==> src/rtl/bswp_pkg.sv <==
`timescale 1ns / 1ps

package bswp_pkg;

  localparam int DEPTH   = 256;
  localparam int IDX_W   = $clog2(DEPTH);
  localparam int WORD_W  = 32;
  localparam int CNT_W   = 9;
  localparam int GROUP   = 16;
  localparam int NGROUP  = (DEPTH + GROUP - 1) / GROUP;

  typedef logic signed [WORD_W-1:0] word_t;
  typedef logic [CNT_W-1:0]         count_t;

  typedef enum logic [1:0] {
    CMD_PUSH = 2'd0,
    CMD_POP  = 2'd1,
    CMD_TOP  = 2'd2,
    CMD_PEEK = 2'd3
  } cmd_t;

  typedef enum logic [1:0] {
    STAT_OK        = 2'd0,
    STAT_OVERFLOW  = 2'd1,
    STAT_UNDERFLOW = 2'd2,
    STAT_BADPOS    = 2'd3
  } status_t;

  typedef enum logic [1:0] {
    S_IDLE    = 2'd0,
    S_REDUCE1 = 2'd1,
    S_REDUCE2 = 2'd2,
    S_DELIVER = 2'd3
  } state_t;

  // shift controls broadcast to every cell
  typedef struct packed {
    logic push;
    logic pop;
  } cell_ctl_t;

  localparam word_t FAIL_WORD = '1;

endpackage

==> src/rtl/bswp_cell.sv <==
`timescale 1ns / 1ps

module bswp_cell (
  input  logic              clk,
  input  bswp_pkg::cell_ctl_t ctl,
  input  bswp_pkg::word_t   from_above,
  input  bswp_pkg::word_t   from_below,
  input  logic              sel,
  output bswp_pkg::word_t   word,
  output bswp_pkg::word_t   masked
);
  import bswp_pkg::*;

  // push moves everything one cell deeper, pop one cell toward the top
  always_ff @(posedge clk) begin
    if (ctl.push) begin
      word <= from_above;
    end else if (ctl.pop) begin
      word <= from_below;
    end
  end

  assign masked = sel ? word : '0;

endmodule

==> config.mk <==
export PLATFORM = sky130hd
export DESIGN_NAME = bswp_cell
export DESIGN_NICKNAME = d
export VERILOG_FILES = /design/src/rtl/bswp_pkg.sv /design/src/rtl/bswp_cell.sv
export SDC_FILE = /design/constraint.sdc
export NUM_CORES = 1
export LEC_CHECK = 0
export BUFFER_PORTS_ARGS = -buffer_cell sky130_fd_sc_hd__buf_2
export CORE_AREA = 2 2 67 69
export DETAILED_ROUTE_END_ITERATION = 12
export DIE_AREA = 0 0 69 71
export PLACE_DENSITY = 0.83
export SKIP_LAST_GASP = 1
export SYNTH_ARGS = -nofsm -noshare
export SYNTH_HDL_FRONTEND = slang
export SYNTH_SLANG_ARGS = --single-unit
==> constraint.sdc <==
create_clock -name clk -period 3.3 [get_ports clk]
set_input_delay 0.165 -clock clk [delete_from_list [all_inputs] [get_ports clk]]
set_output_delay 0.165 -clock clk [all_outputs]
set_load 0.03 [all_outputs]
==> impl_metrics.csv <==
group,metric,value,unit
synthesis,synth_area_leader_cell,"edfxtp_1",
synthesis,synthesis.area,0.00172,sq mm
route,wirelength,3820,um
critical_path,path_class,"input port to register",
floorplan,die_width,69,um
floorplan,rows,24,
synthesis,ys_seq_area_share,55.9,%
sta,final_max_slew_viol_count,0,
cts,clockBufferDepth,2,
sta,finalHoldViolations,0,
placed_design,gp_congestion,0.739,
cts,post_cts_resized,0,
final_layout,nets,305,
synthesis,synth_cells,104,
route,drc,0,
sta,maxSlewHeadroom,62.0,%
placed_design,portBuffers,131,
synthesis,yosys-top-cells-area,"edfxtp_1 56%, mux2_4 25%, and2_1 12%",
route,drtPass1Iterations,4,
critical_path,cp.required,3310,ps
critical_path,crit_arrival,1340,ps
final_layout,final_util,58.3,%
critical_path,crit_path_end_kind,"register",
pwr,pwr_density_cell,473,mW/mm^2
final_layout,regArea,961,sq um
placed_design,dp_cells,282,
synthesis,synthArstFlopShare,0,%
flow_run,cap_violations,0,
floorplan,die_area,0.00490,sq mm
cts,cts_num_sinks,32,
floorplan,fp.dieH,71,um
pwr,ir_drop,220,uV
sta,fin_crit,1330,ps
route,wire_per_inst,13.2,um
cts,cts_htree_levels,2,
critical_path,crit_path_start_kind,"input port",
cts,post_cts_buffers,0,
route,antenna_left,0,
final_layout,largest_reg_flops,32,
floorplan,initial_core_util,40.9,%
final_layout,stdcell_count,290,
route,drtIter0Drc,38,
synthesis,avgSynthCellArea,16.5,sq um
sta,finalCritPeriodShare,40.2,%
sta,rsz0062_at_grt,"no",
synthesis,ys_ff_latch,32,
grt,overflow,0,
cts,cts_tree,"yes",
synthesis,synthesis.nets,172,
sta,fmax,754,MHz
floorplan,boundaryPins,132,
synthesis,synth_top_area_share,55.9,%
grt,grt_first_pass_wirelength,5780,um
status,status,"completed",
final_layout,n_fill_cell,361,
synthesis,ys_top_cells_by_count,"32 x and2_1, 32 x edfxtp_1, 29 x mux2_4",
sta,tns,0,ps
critical_path,critPathMaxFanout,20,
pwr,power.total,0.00116,W
hold_path,hp-class,"input port to register",
synthesis,ys_types,8,
route,vias,1317,
floorplan,core-area,0.00420,sq mm
final_layout,drive_above_1_share,71.4,%
grt,track_usage,15.3,%
route,via_per_inst,4.54,
pwr,leakagePower,1.25,nW
cts,cts_root_buf,"clkbuf_8",
final_layout,top_regs,"word: 32 flops",
sta,tightest_slew,569,ps
sta,setup_viol_count_final,0,
cts,holdBufCountCts,0,
synthesis,ys_warn_count,0,
grt,grt_max_degree,33,
final_layout,syn_to_final_growth,42.6,%
grt,antenna_found_initial,0,
grt,grt_pass1_vias,1257,
cts,clkSlewWorstSetupHoldPaths,60,ps
final_layout,multi_input_area,676,sq um
synthesis,synth_ff_type,"edfxtp_1",
final_layout,antenna_cells,0,
final_layout,largest_register,"word",
cts,cts_made_buffers,5,
synthesis,synth_edf_count,32,
[critical path, stage by stage]
cell    delay (ps)
buf_2          450
buf_4          370
mux2_4         330
[where the power goes]
group / switching (W) / internal, W
clock: 0.000127 / 0.000146
sequential: 0.0000200 / 0.000501
combinational: 0.000227 / 0.000138
[cells by family (layout without fill, tap and decap cells)]
family / after synthesis / count (layout) / share of synthesized area (%)
DFF: 32 / 32 / 55.9
muxes: 32 / 32 / 27.3
buffers and inverters: 7 / 141 / 4.80
and+or+nand+nor: 33 / 33 / 12.0
[layer usage]
metal  part of all wire (%)  routed length [um]  track usage (%)  up-vias
li1                       -                   -                -      636
met1                     37                1400             17.1      597
met2                     54                2050             27.7       80
met3                    8.6                 328             5.27        4
met4                    1.0                  39             4.58        0
met5                      0                   0                0        -
[metrics by stage]
step | area [sq um] | hold slack (ps) | setup slack, ps
after floorplan | 1720 | 382 | 1720
after global placement | 2370 | 466 | 1710
after detailed placement | 2370 | 469 | 1670
after CTS | 2450 | 181 | 1950
after global routing | 2450 | 181 | 1920
final | 2450 | 188 | 1970
[placed cells by master (no fill, tap or decap)]
master    instances
buf_4             2
clkbuf_1          2
buf_2           131
clkinv_1          1
edfxtp_1         32
or2_1             1
clkbuf_8          5
mux2_4           29
mux2_2            3
and2_1           32
[final timing paths]
kind	start	to	slack (ps)	cells after the start
worst max-delay path	ctl[1]	word[3]	1970	3
worst min-delay path	from_below[7]	word[7]	190	2
[final cells by class]
class,count,area share (%)
flip-flops and latches,32,39.2
multi-input cells,65,27.6
repair buffers,133,27.3
clock buffers,7,3.11
well taps,52,2.65
clock inverters,1,0.153
(Power assumes the default switching activity.)
